===== src/rtl/btq_pkg.sv =====
package btq_pkg;

  localparam int QUEUE_DEPTH_DEF = 16;

  localparam int TONE_W  = 16;
  localparam int OP_W    = 2;
  localparam int LEVEL_W = 6;

  // levels run from 0 (always high) to 32 (always low)
  localparam logic [LEVEL_W-1:0] LEVEL_MAX     = 6'd32;
  localparam int                 TONE_ID_LIMIT = 32;

  localparam int DIV_STEPS = TONE_W;
  localparam int DIV_CNT_W = $clog2(DIV_STEPS + 1);

  localparam logic [OP_W-1:0] OP_TICK = 2'd0;
  localparam logic [OP_W-1:0] OP_ENQ  = 2'd1;
  localparam logic [OP_W-1:0] OP_CLR  = 2'd2;

  typedef enum logic [1:0] {
    K_TICK,
    K_ENQ,
    K_CLR,
    K_NOP
  } kind_t;

  typedef struct packed {
    kind_t              kind;
    logic [LEVEL_W-1:0] level;
    logic [TONE_W-1:0]  ticks;
  } cmd_t;

  typedef struct packed {
    logic               start;
    logic [TONE_W-1:0]  dividend;
    logic [LEVEL_W-1:0] divisor;
  } div_req_t;

  typedef struct packed {
    logic               busy;
    logic               done;
    logic [LEVEL_W-1:0] rem;
  } div_rsp_t;

endpackage


===== src/rtl/btq_front.sv =====
module btq_front (
  input  logic                        clk,
  input  logic                        rst_n,
  input  logic                        in_valid,
  output logic                        in_stall,
  input  logic [btq_pkg::OP_W-1:0]    in_op,
  input  logic [btq_pkg::TONE_W-1:0]  in_tone_id,
  input  logic [btq_pkg::TONE_W-1:0]  in_tone_length,
  output logic                        cmd_valid,
  output btq_pkg::cmd_t               cmd,
  input  logic                        cmd_pop
);

  btq_pkg::cmd_t    fifo_r [2];
  logic [1:0]       count_r;
  logic             wr_ptr_r;
  logic             rd_ptr_r;
  btq_pkg::cmd_t    cmd_nxt;
  logic             push;
  logic             pop;

  always_comb begin
    cmd_nxt = '0;
    case (in_op)
      btq_pkg::OP_TICK: cmd_nxt.kind = btq_pkg::K_TICK;
      btq_pkg::OP_ENQ:  cmd_nxt.kind = btq_pkg::K_ENQ;
      btq_pkg::OP_CLR:  cmd_nxt.kind = btq_pkg::K_CLR;
      default:          cmd_nxt.kind = btq_pkg::K_NOP;
    endcase
    if (in_tone_id < btq_pkg::TONE_W'(btq_pkg::TONE_ID_LIMIT)) begin
      cmd_nxt.level = btq_pkg::LEVEL_MAX - {1'b0, in_tone_id[4:0]};
    end else begin
      cmd_nxt.level = '0;
    end
    // times five, truncated to the field width
    cmd_nxt.ticks = {in_tone_length[btq_pkg::TONE_W-3:0], 2'b00} + in_tone_length;
  end

  assign in_stall  = (count_r == 2'd2);
  assign cmd_valid = (count_r != 2'd0);
  assign cmd       = fifo_r[rd_ptr_r];
  assign push      = in_valid && !in_stall;
  assign pop       = cmd_pop && cmd_valid;

  always_ff @(posedge clk) begin
    if (push) begin
      fifo_r[wr_ptr_r] <= cmd_nxt;
    end
  end

  always_ff @(posedge clk) begin
    if (!rst_n) begin
      count_r  <= '0;
      wr_ptr_r <= 1'b0;
      rd_ptr_r <= 1'b0;
    end else begin
      if (push) begin
        wr_ptr_r <= !wr_ptr_r;
      end
      if (pop) begin
        rd_ptr_r <= !rd_ptr_r;
      end
      if (push && !pop) begin
        count_r <= count_r + 2'd1;
      end else if (pop && !push) begin
        count_r <= count_r - 2'd1;
      end
    end
  end

endmodule


===== src/rtl/btq_div.sv =====
module btq_div (
  input  logic              clk,
  input  logic              rst_n,
  input  btq_pkg::div_req_t req,
  output btq_pkg::div_rsp_t rsp
);

  logic [btq_pkg::TONE_W-1:0]    shift_r;
  logic [btq_pkg::LEVEL_W-1:0]   rem_r;
  logic [btq_pkg::LEVEL_W-1:0]   divisor_r;
  logic [btq_pkg::DIV_CNT_W-1:0] cnt_r;
  logic                          busy_r;
  logic                          done_r;
  logic [btq_pkg::LEVEL_W:0]     trial;
  logic [btq_pkg::LEVEL_W-1:0]   rem_nxt;

  // one restoring step: bring down the next dividend bit
  always_comb begin
    trial = {rem_r, shift_r[btq_pkg::TONE_W-1]};
    if (trial >= {1'b0, divisor_r}) begin
      rem_nxt = btq_pkg::LEVEL_W'(trial - {1'b0, divisor_r});
    end else begin
      rem_nxt = trial[btq_pkg::LEVEL_W-1:0];
    end
  end

  always_ff @(posedge clk) begin
    if (req.start) begin
      shift_r   <= req.dividend;
      rem_r     <= '0;
      divisor_r <= req.divisor;
    end else if (busy_r) begin
      shift_r <= {shift_r[btq_pkg::TONE_W-2:0], 1'b0};
      rem_r   <= rem_nxt;
    end
  end

  always_ff @(posedge clk) begin
    if (!rst_n) begin
      busy_r <= 1'b0;
      done_r <= 1'b0;
      cnt_r  <= '0;
    end else begin
      done_r <= 1'b0;
      if (req.start) begin
        busy_r <= 1'b1;
        cnt_r  <= btq_pkg::DIV_CNT_W'(btq_pkg::DIV_STEPS);
      end else if (busy_r) begin
        cnt_r <= cnt_r - 1'b1;
        if (cnt_r == btq_pkg::DIV_CNT_W'(1)) begin
          busy_r <= 1'b0;
          done_r <= 1'b1;
        end
      end
    end
  end

  assign rsp.busy = busy_r;
  assign rsp.done = done_r;
  assign rsp.rem  = rem_r;

endmodule


===== src/rtl/btq_back.sv =====
module btq_back #(
  parameter int QUEUE_DEPTH = btq_pkg::QUEUE_DEPTH_DEF,
  parameter int CNT_W       = $clog2(QUEUE_DEPTH + 1)
) (
  input  logic              clk,
  input  logic              rst_n,
  input  logic              cmd_valid,
  input  btq_pkg::cmd_t     cmd,
  output logic              cmd_pop,
  output btq_pkg::div_req_t div_req,
  input  btq_pkg::div_rsp_t div_rsp,
  output logic              out_valid,
  input  logic              out_stall,
  output logic              out_pin_level,
  output logic              out_accepted,
  output logic [CNT_W-1:0]  out_queued_count,
  output logic              out_active
);

  localparam int IDX_W  = (QUEUE_DEPTH > 1) ? $clog2(QUEUE_DEPTH) : 1;
  localparam int WORD_W = btq_pkg::LEVEL_W + btq_pkg::TONE_W;
  localparam logic [CNT_W-1:0] DEPTH_C = CNT_W'(QUEUE_DEPTH);

  typedef enum logic [2:0] {
    S_IDLE,
    S_READ,
    S_DIV,
    S_WB,
    S_DONE
  } state_t;

  state_t                      state_r;
  logic [CNT_W-1:0]            wc_r;
  logic [CNT_W-1:0]            pos_r;
  logic                        playing_r;
  logic                        pin_r;
  logic                        acc_r;
  logic                        out_valid_r;
  logic                        out_pin_r;
  logic                        out_acc_r;
  logic [CNT_W-1:0]            out_count_r;
  logic                        out_active_r;

  logic [WORD_W-1:0]           mem [QUEUE_DEPTH];
  logic [WORD_W-1:0]           rd_data_r;
  logic                        mem_we;
  logic [IDX_W-1:0]            mem_addr;
  logic [WORD_W-1:0]           mem_wdata;

  logic [btq_pkg::LEVEL_W-1:0] rd_level;
  logic [btq_pkg::TONE_W-1:0]  rd_ticks;
  logic [CNT_W-1:0]            pos_inc;
  logic                        need_div;

  assign rd_level = rd_data_r[WORD_W-1:btq_pkg::TONE_W];
  assign rd_ticks = rd_data_r[btq_pkg::TONE_W-1:0];
  assign pos_inc  = pos_r + 1'b1;
  assign need_div = (rd_ticks != '0) && (rd_level != '0) && (rd_level != btq_pkg::LEVEL_MAX);

  assign cmd_pop = (state_r == S_IDLE) && cmd_valid;

  assign div_req.start    = (state_r == S_READ) && need_div;
  assign div_req.dividend = rd_ticks;
  assign div_req.divisor  = rd_level;

  // one write port: enqueue stores at the tail, play writes back the count
  always_comb begin
    mem_we    = 1'b0;
    mem_addr  = pos_r[IDX_W-1:0];
    mem_wdata = {rd_level, rd_ticks - 1'b1};
    if (state_r == S_WB) begin
      mem_we = 1'b1;
    end else if (cmd_pop && (cmd.kind == btq_pkg::K_ENQ) && (wc_r < DEPTH_C)) begin
      mem_we    = 1'b1;
      mem_addr  = wc_r[IDX_W-1:0];
      mem_wdata = {cmd.level, cmd.ticks};
    end
  end

  always_ff @(posedge clk) begin
    if (mem_we) begin
      mem[mem_addr] <= mem_wdata;
    end
    rd_data_r <= mem[pos_r[IDX_W-1:0]];
  end

  always_ff @(posedge clk) begin
    if (!rst_n) begin
      state_r     <= S_IDLE;
      wc_r        <= '0;
      pos_r       <= '0;
      playing_r   <= 1'b0;
      pin_r       <= 1'b0;
      acc_r       <= 1'b0;
      out_valid_r <= 1'b0;
    end else begin
      if (out_valid_r && !out_stall && (state_r != S_DONE)) begin
        out_valid_r <= 1'b0;
      end
      case (state_r)
        S_IDLE: begin
          if (cmd_valid) begin
            acc_r <= 1'b0;
            case (cmd.kind)
              btq_pkg::K_TICK: begin
                state_r <= playing_r ? S_READ : S_DONE;
              end
              btq_pkg::K_ENQ: begin
                if (wc_r < DEPTH_C) begin
                  if ((wc_r == '0) && !playing_r) begin
                    pos_r <= '0;
                  end
                  playing_r <= 1'b1;
                  wc_r      <= wc_r + 1'b1;
                  acc_r     <= 1'b1;
                end
                state_r <= S_DONE;
              end
              btq_pkg::K_CLR: begin
                wc_r      <= '0;
                playing_r <= 1'b0;
                pin_r     <= 1'b0;
                state_r   <= S_DONE;
              end
              default: state_r <= S_DONE;
            endcase
          end
        end
        S_READ: begin
          if (rd_ticks != '0) begin
            if (rd_level == '0) begin
              pin_r   <= 1'b1;
              state_r <= S_WB;
            end else if (rd_level == btq_pkg::LEVEL_MAX) begin
              pin_r   <= 1'b0;
              state_r <= S_WB;
            end else begin
              state_r <= S_DIV;
            end
          end else begin
            // entry expired: advance, empty the queue after the last one
            pin_r <= 1'b0;
            if ((pos_inc == wc_r) || (pos_inc >= DEPTH_C)) begin
              wc_r      <= '0;
              playing_r <= 1'b0;
              pos_r     <= '0;
            end else begin
              pos_r <= pos_inc;
            end
            state_r <= S_DONE;
          end
        end
        S_DIV: begin
          if (div_rsp.done) begin
            pin_r   <= (div_rsp.rem == '0);
            state_r <= S_WB;
          end
        end
        S_WB: begin
          state_r <= S_DONE;
        end
        S_DONE: begin
          if (!out_valid_r || !out_stall) begin
            out_valid_r  <= 1'b1;
            out_pin_r    <= pin_r;
            out_acc_r    <= acc_r;
            out_count_r  <= wc_r;
            out_active_r <= playing_r;
            state_r      <= S_IDLE;
          end
        end
        default: state_r <= S_IDLE;
      endcase
    end
  end

  assign out_valid        = out_valid_r;
  assign out_pin_level    = out_pin_r;
  assign out_accepted     = out_acc_r;
  assign out_queued_count = out_count_r;
  assign out_active       = out_active_r;

`ifndef SYNTHESIS
  a_count_bound: assert property (@(posedge clk) disable iff (!rst_n)
    wc_r <= DEPTH_C)
    else $error("write count above queue depth");

  a_play_in_range: assert property (@(posedge clk) disable iff (!rst_n)
    playing_r |-> (pos_r < wc_r))
    else $error("play position outside written entries");

  a_idle_empty: assert property (@(posedge clk) disable iff (!rst_n)
    !playing_r |-> (wc_r == '0))
    else $error("entries counted while queue inactive");

  a_div_alive: assert property (@(posedge clk) disable iff (!rst_n)
    (state_r == S_DIV) |-> (div_rsp.busy || div_rsp.done))
    else $error("waiting on modulo unit that is not running");
`endif

endmodule


===== src/rtl/beeper_tone_queue.sv =====
// a tick that needs the modulo passes from transfer in through the store read, the 16-step
// serial modulo and the write back to result transfer; a tick on a level of 0 or 32 skips the modulo
// the back end handles one command at a time, and enqueue, clear and idle ticks skip the modulo;
// a 2-entry command queue takes items meanwhile
// reset is synchronous and clears the counters, flags, pin and handshakes; the tone
// stores are not cleared and hold nothing meaningful until written
module beeper_tone_queue #(
  parameter int QUEUE_DEPTH = btq_pkg::QUEUE_DEPTH_DEF,
  parameter int CNT_W       = $clog2(QUEUE_DEPTH + 1)
) (
  input  logic                        clk,
  input  logic                        rst_n,
  input  logic                        in_valid,
  output logic                        in_stall,
  input  logic [btq_pkg::OP_W-1:0]    in_op,
  input  logic [btq_pkg::TONE_W-1:0]  in_tone_id,
  input  logic [btq_pkg::TONE_W-1:0]  in_tone_length,
  output logic                        out_valid,
  input  logic                        out_stall,
  output logic                        out_pin_level,
  output logic                        out_accepted,
  output logic [CNT_W-1:0]            out_queued_count,
  output logic                        out_active
);

  logic              cmd_valid;
  btq_pkg::cmd_t     cmd;
  logic              cmd_pop;
  btq_pkg::div_req_t div_req;
  btq_pkg::div_rsp_t div_rsp;

  btq_front u_front (
    .clk            (clk),
    .rst_n          (rst_n),
    .in_valid       (in_valid),
    .in_stall       (in_stall),
    .in_op          (in_op),
    .in_tone_id     (in_tone_id),
    .in_tone_length (in_tone_length),
    .cmd_valid      (cmd_valid),
    .cmd            (cmd),
    .cmd_pop        (cmd_pop)
  );

  btq_div u_div (
    .clk   (clk),
    .rst_n (rst_n),
    .req   (div_req),
    .rsp   (div_rsp)
  );

  btq_back #(
    .QUEUE_DEPTH (QUEUE_DEPTH),
    .CNT_W       (CNT_W)
  ) u_back (
    .clk              (clk),
    .rst_n            (rst_n),
    .cmd_valid        (cmd_valid),
    .cmd              (cmd),
    .cmd_pop          (cmd_pop),
    .div_req          (div_req),
    .div_rsp          (div_rsp),
    .out_valid        (out_valid),
    .out_stall        (out_stall),
    .out_pin_level    (out_pin_level),
    .out_accepted     (out_accepted),
    .out_queued_count (out_queued_count),
    .out_active       (out_active)
  );

endmodule


===== config.mk =====
export PLATFORM = sky130hd
export DESIGN_NAME = beeper_tone_queue
export DESIGN_NICKNAME = d
export VERILOG_FILES = /design/src/rtl/btq_pkg.sv /design/src/rtl/btq_front.sv /design/src/rtl/btq_div.sv /design/src/rtl/btq_back.sv /design/src/rtl/beeper_tone_queue.sv
export SDC_FILE = /design/constraint.sdc
export NUM_CORES = 1
export LEC_CHECK = 0
export BUFFER_PORTS_ARGS = -buffer_cell sky130_fd_sc_hd__buf_2
export CAP_MARGIN = 40
export CORE_MARGIN = 5
export CORE_UTILIZATION = 25
export CTS_BUF_LIST = sky130_fd_sc_hd__clkbuf_8
export CTS_CLUSTER_SIZE = 12
export DETAILED_ROUTE_END_ITERATION = 7
export RECOVER_POWER = 25
export SLEW_MARGIN = 0
export SYNTH_ARGS = -nofsm -noshare
export SYNTH_HDL_FRONTEND = slang
export SYNTH_SLANG_ARGS = --single-unit

===== constraint.sdc =====
create_clock -name clk -period 9.7 [get_ports clk]
set_input_delay 1.455 -clock clk [delete_from_list [all_inputs] [get_ports clk]]
set_output_delay 1.455 -clock clk [all_outputs]
set_load 0.005 [all_outputs]

==> run_results.csv <==
group,metric,value,unit
layout,seqCellArea,0.0141,sq mm
layout,multi_input_area,0.00558,sq mm
clocking,root_buffer,"clkbuf_8",
routing,ant_nets,0,
clocking,cts_setup_buffers,0,
critical_path,worstPathArrival,4980,ps
clocking,clock-sinks,487,
min_path,min_delay_path_depth,0,
clocking,clkTransAtPathRegs,60,ps
yosys,synth-edff-count,430,
global_route,grt_max_degree,57,
global_route,grt_pass1_vias,11100,
yosys,avgSynthCellArea,17.7,sq um
placed_design,gp_congestion,0.777,
routing,wl_per_cell,18.8,um
clocking,clockBufferDepth,3,
flow_run,drv_cap,4,
critical_path,r2r_end,"u_back.mem[13][4]",
global_route,grt_usage,10.2,%
clocking,insertion_delay,640,ps
routing,routed_wl,44.4,mm
yosys,syn_inst,1125,
clocking,numCtsBuffers,77,
yosys,syn_nets,1195,
timing,relSlewSlack,-84.8,%
yosys,ys_warn_count,0,
critical_path,cp_slowest_cell,"clkbuf_1",
pwr,leakage,7.47,nW
run_status,outcome,"finished with violations",
critical_path,path_buf_inv,3,
layout,nets,1320,
timing,final_max_slew_viol_count,139,
critical_path,max_stage_delay,1820,ps
critical_path,worst-path-stages,8,
die,io_pins,48,
layout,final_common_cell,"edfxtp_1",
global_route,grt_pass1_wl,67.5,mm
yosys,yosysUniqueCellTypes,72,
critical_path,r2r_cells,8,
critical_path,crit_path_end_kind,"register",
timing,rsz0062_at_grt,"false",
die,dieWidth,292,um
critical_path,cp-endpoint,"u_back.mem[13][4]",
clocking,cts_hold_buf,0,
yosys,ys_async_sr_fraction,0,%
pwr,fin_total_pwr,4.97,mW
min_path,hold_path_class,"register to register",
placed_design,dp_hpwl,26.5,mm
placed_design,port_buffers,47,
critical_path,crit_type,"register to register",
routing,via_per_inst,4.52,
die,placementRows,103,
die,die_h,292,um
timing,fin_worst_skew,28.2,ps
timing,tightest_slew,2770,ps
routing,drc,0,
layout,fill_cells,7773,
critical_path,r2r_slack,5010,ps
timing,setup_violations,0,
routing,vias,10700,
routing,drt_iter0_markers,864,
critical_path,crit_chain,"mux2i_1, inv_1, ha_1, nand4b_1, clkbuf_1, a31oi_1, nor2_2, buf_4",
yosys,yosysSeqAreaShare,70.4,%
timing,period_needed,4690,ps
pwr,ir_drop,0.000101,V
critical_path,critical-path-top-delay-family,"buffers and inverters",
yosys,synth_area,0.0200,sq mm
clocking,htree_levels,3,
die,dieArea,0.0856,sq mm
critical_path,start_kind,"register",
die,initial_core_util,25.3,%
timing,max_freq,213,MHz
run_status,violations,"capacitance limit, slew limit",
critical_path,critPathRequiredTime,9990,ps
layout,syn2layout_area_growth,16.1,%
clocking,cts_tree,"done",
pwr,powerDensity,215,mW/mm^2
critical_path,cp_max_fo,56,
timing,fin_setup_tns,0,ps
timing,fin_crit_sh,48.3,%
layout,final_cell_mix,"430 x edfxtp_1, 110 x mux4_2, 83 x clkbuf_8, 56 x dfxtp_1, 54 x inv_1",
clocking,ctsResizeCount,0,
global_route,antenna_found_initial,1,
global_route,overflow,0,
yosys,ys.flop_type,"edfxtp_1",
die,coreArea,0.0790,sq mm
timing,final_hold_viol_count,0,
routing,drtPass1Iterations,5,
yosys,ys_seq_elements,487,
layout,drive_above_1_share,25.9,%
[metrics by stage]
stage / util (%) / hold WS [ps] / cells / area, sq um / worst slack, ps
2_1_floorplan: - / 406 / 1125 / 20000 / 6140
6_report: 29.3 / 443 / 2362 / 23200 / 5010
4_1_cts: 29.4 / 439 / 2360 / 23300 / 6630
3_5_place_dp: 27.6 / 445 / 2220 / 21800 / 5930
5_1_grt: 29.3 / 469 / 2362 / 23200 / 4560
3_3_place_gp: 27.3 / 450 / 2202 / 21600 / 5910
[flip-flops by register name, summed over array words and instances, names as in the netlist, 2 cells and up, named ones only]
| register | cells |
|---|---|
| u_div.cnt_r | 5 |
| u_back.state_r | 3 |
| u_back.pos_r | 5 |
| u_back.mem | 352 |
| u_back.out_queued_count | 5 |
| u_front.count_r | 2 |
| u_front.fifo_r | 48 |
| u_back.wc_r | 5 |
| u_div.divisor_r | 6 |
| u_back.rd_data_r | 22 |
| u_div.rem_r | 6 |
| u_div.shift_r | 16 |
[worst min-delay path by stage]
stage                                            end            startpoint
after floorplan           u_back.out_queued_count[2]        u_back.wc_r[2]
after global placement            u_div.divisor_r[0]  u_back.rd_data_r[16]
after detailed placement          u_div.divisor_r[0]  u_back.rd_data_r[16]
after CTS                         u_div.divisor_r[0]  u_back.rd_data_r[16]
after global routing              u_div.divisor_r[0]  u_back.rd_data_r[16]
final                             u_div.divisor_r[0]  u_back.rd_data_r[16]
[Yosys cell counts (3+ instances only)]
| master | number | area [sq um] |
|---|---|---|
| xor2_1 | 15 | 131 |
| edfxtp_1 | 430 | 12900 |
| a21o_1 | 7 | 52.6 |
| dfxtp_1 | 57 | 1140 |
| mux2_2 | 14 | 158 |
| a211oi_1 | 17 | 128 |
| and2_1 | 6 | 37.5 |
| o211ai_1 | 4 | 30.0 |
| nand3_1 | 16 | 80.1 |
| mux2i_1 | 13 | 130 |
| nor2_1 | 57 | 214 |
| a22oi_1 | 4 | 30.0 |
| nand2_1 | 41 | 154 |
| nand2b_1 | 8 | 50.1 |
| nand4_1 | 7 | 43.8 |
| o21a_1 | 6 | 45.0 |
| a41oi_1 | 4 | 35.0 |
| nor4_1 | 6 | 37.5 |
| or3_1 | 7 | 43.8 |
| o21ai_0 | 29 | 145 |
| clkbuf_1 | 36 | 135 |
| nor4b_1 | 3 | 26.3 |
| nor3_1 | 15 | 75.1 |
| a31oi_1 | 13 | 81.3 |
| a21oi_1 | 25 | 125 |
| buf_1 | 5 | 18.8 |
| ha_1 | 30 | 375 |
| mux4_2 | 110 | 2480 |
| buf_2 | 9 | 45.0 |
| and3_1 | 4 | 25.0 |
| xnor2_1 | 26 | 228 |
| inv_1 | 30 | 113 |
| nor2b_1 | 20 | 125 |
| a21boi_0 | 5 | 37.5 |
[cell families (layout without fill, tap and decap cells)]
| logic type | after synthesis | in the layout | synth area share [%] |
|---|---|---|---|
| AO/OA/AOI/OAI | 135 | 135 | 4.56 |
| XOR/XNOR | 42 | 42 | 1.92 |
| adder cells (fa/ha/maj) | 32 | 32 | 2.08 |
| buffers and inverters | 84 | 270 | 1.70 |
| flip-flops | 487 | 487 | 70.4 |
| multiplexers | 137 | 137 | 13.9 |
| other | 0 | 1 | 0 |
| AND/OR/NAND/NOR | 208 | 208 | 5.44 |
[cell type report]
| class | instances | area share [%] |
|---|---|---|
| Clock buffer | 83 | 4.93 |
| Antenna cell | 1 | 0.0108 |
| Inverter | 31 | 0.502 |
| Clock inverter | 57 | 1.40 |
| Tap cell | 1050 | 5.67 |
| Sequential cell | 487 | 60.7 |
| Timing Repair Buffer | 99 | 2.76 |
| Multi-Input combinational cell | 554 | 24.1 |
[power breakdown]
part	switching, mW	internal, mW	leakage [nW]	total [mW]
clock network	0.804	0.854	0.847	1.66
logic	0.439	0.233	2.26	0.672
registers	0.0809	2.56	4.36	2.64
[worst reg2reg max path: stages (launching register included)]
cell and delay [ps]:
dfxtp_1 390, mux2i_1 310, inv_1 80, ha_1 210, nand4b_1 110, clkbuf_1 1820, a31oi_1 600, nor2_2 380
buf_4 440
[metal layers]
layer / wire length (um) / up-vias / global-route usage [%] / share of wire, %
li1: - / 4759 / - / -
met5: 0 / - / 0 / 0
met2: 22400 / 283 / 17.7 / 50
met1: 18800 / 5569 / 12.9 / 42
met3: 2460 / 63 / 2.27 / 5.5
met4: 779 / 0 / 3.35 / 1.8
No activity file was read; power rests on OpenSTA's default activity.
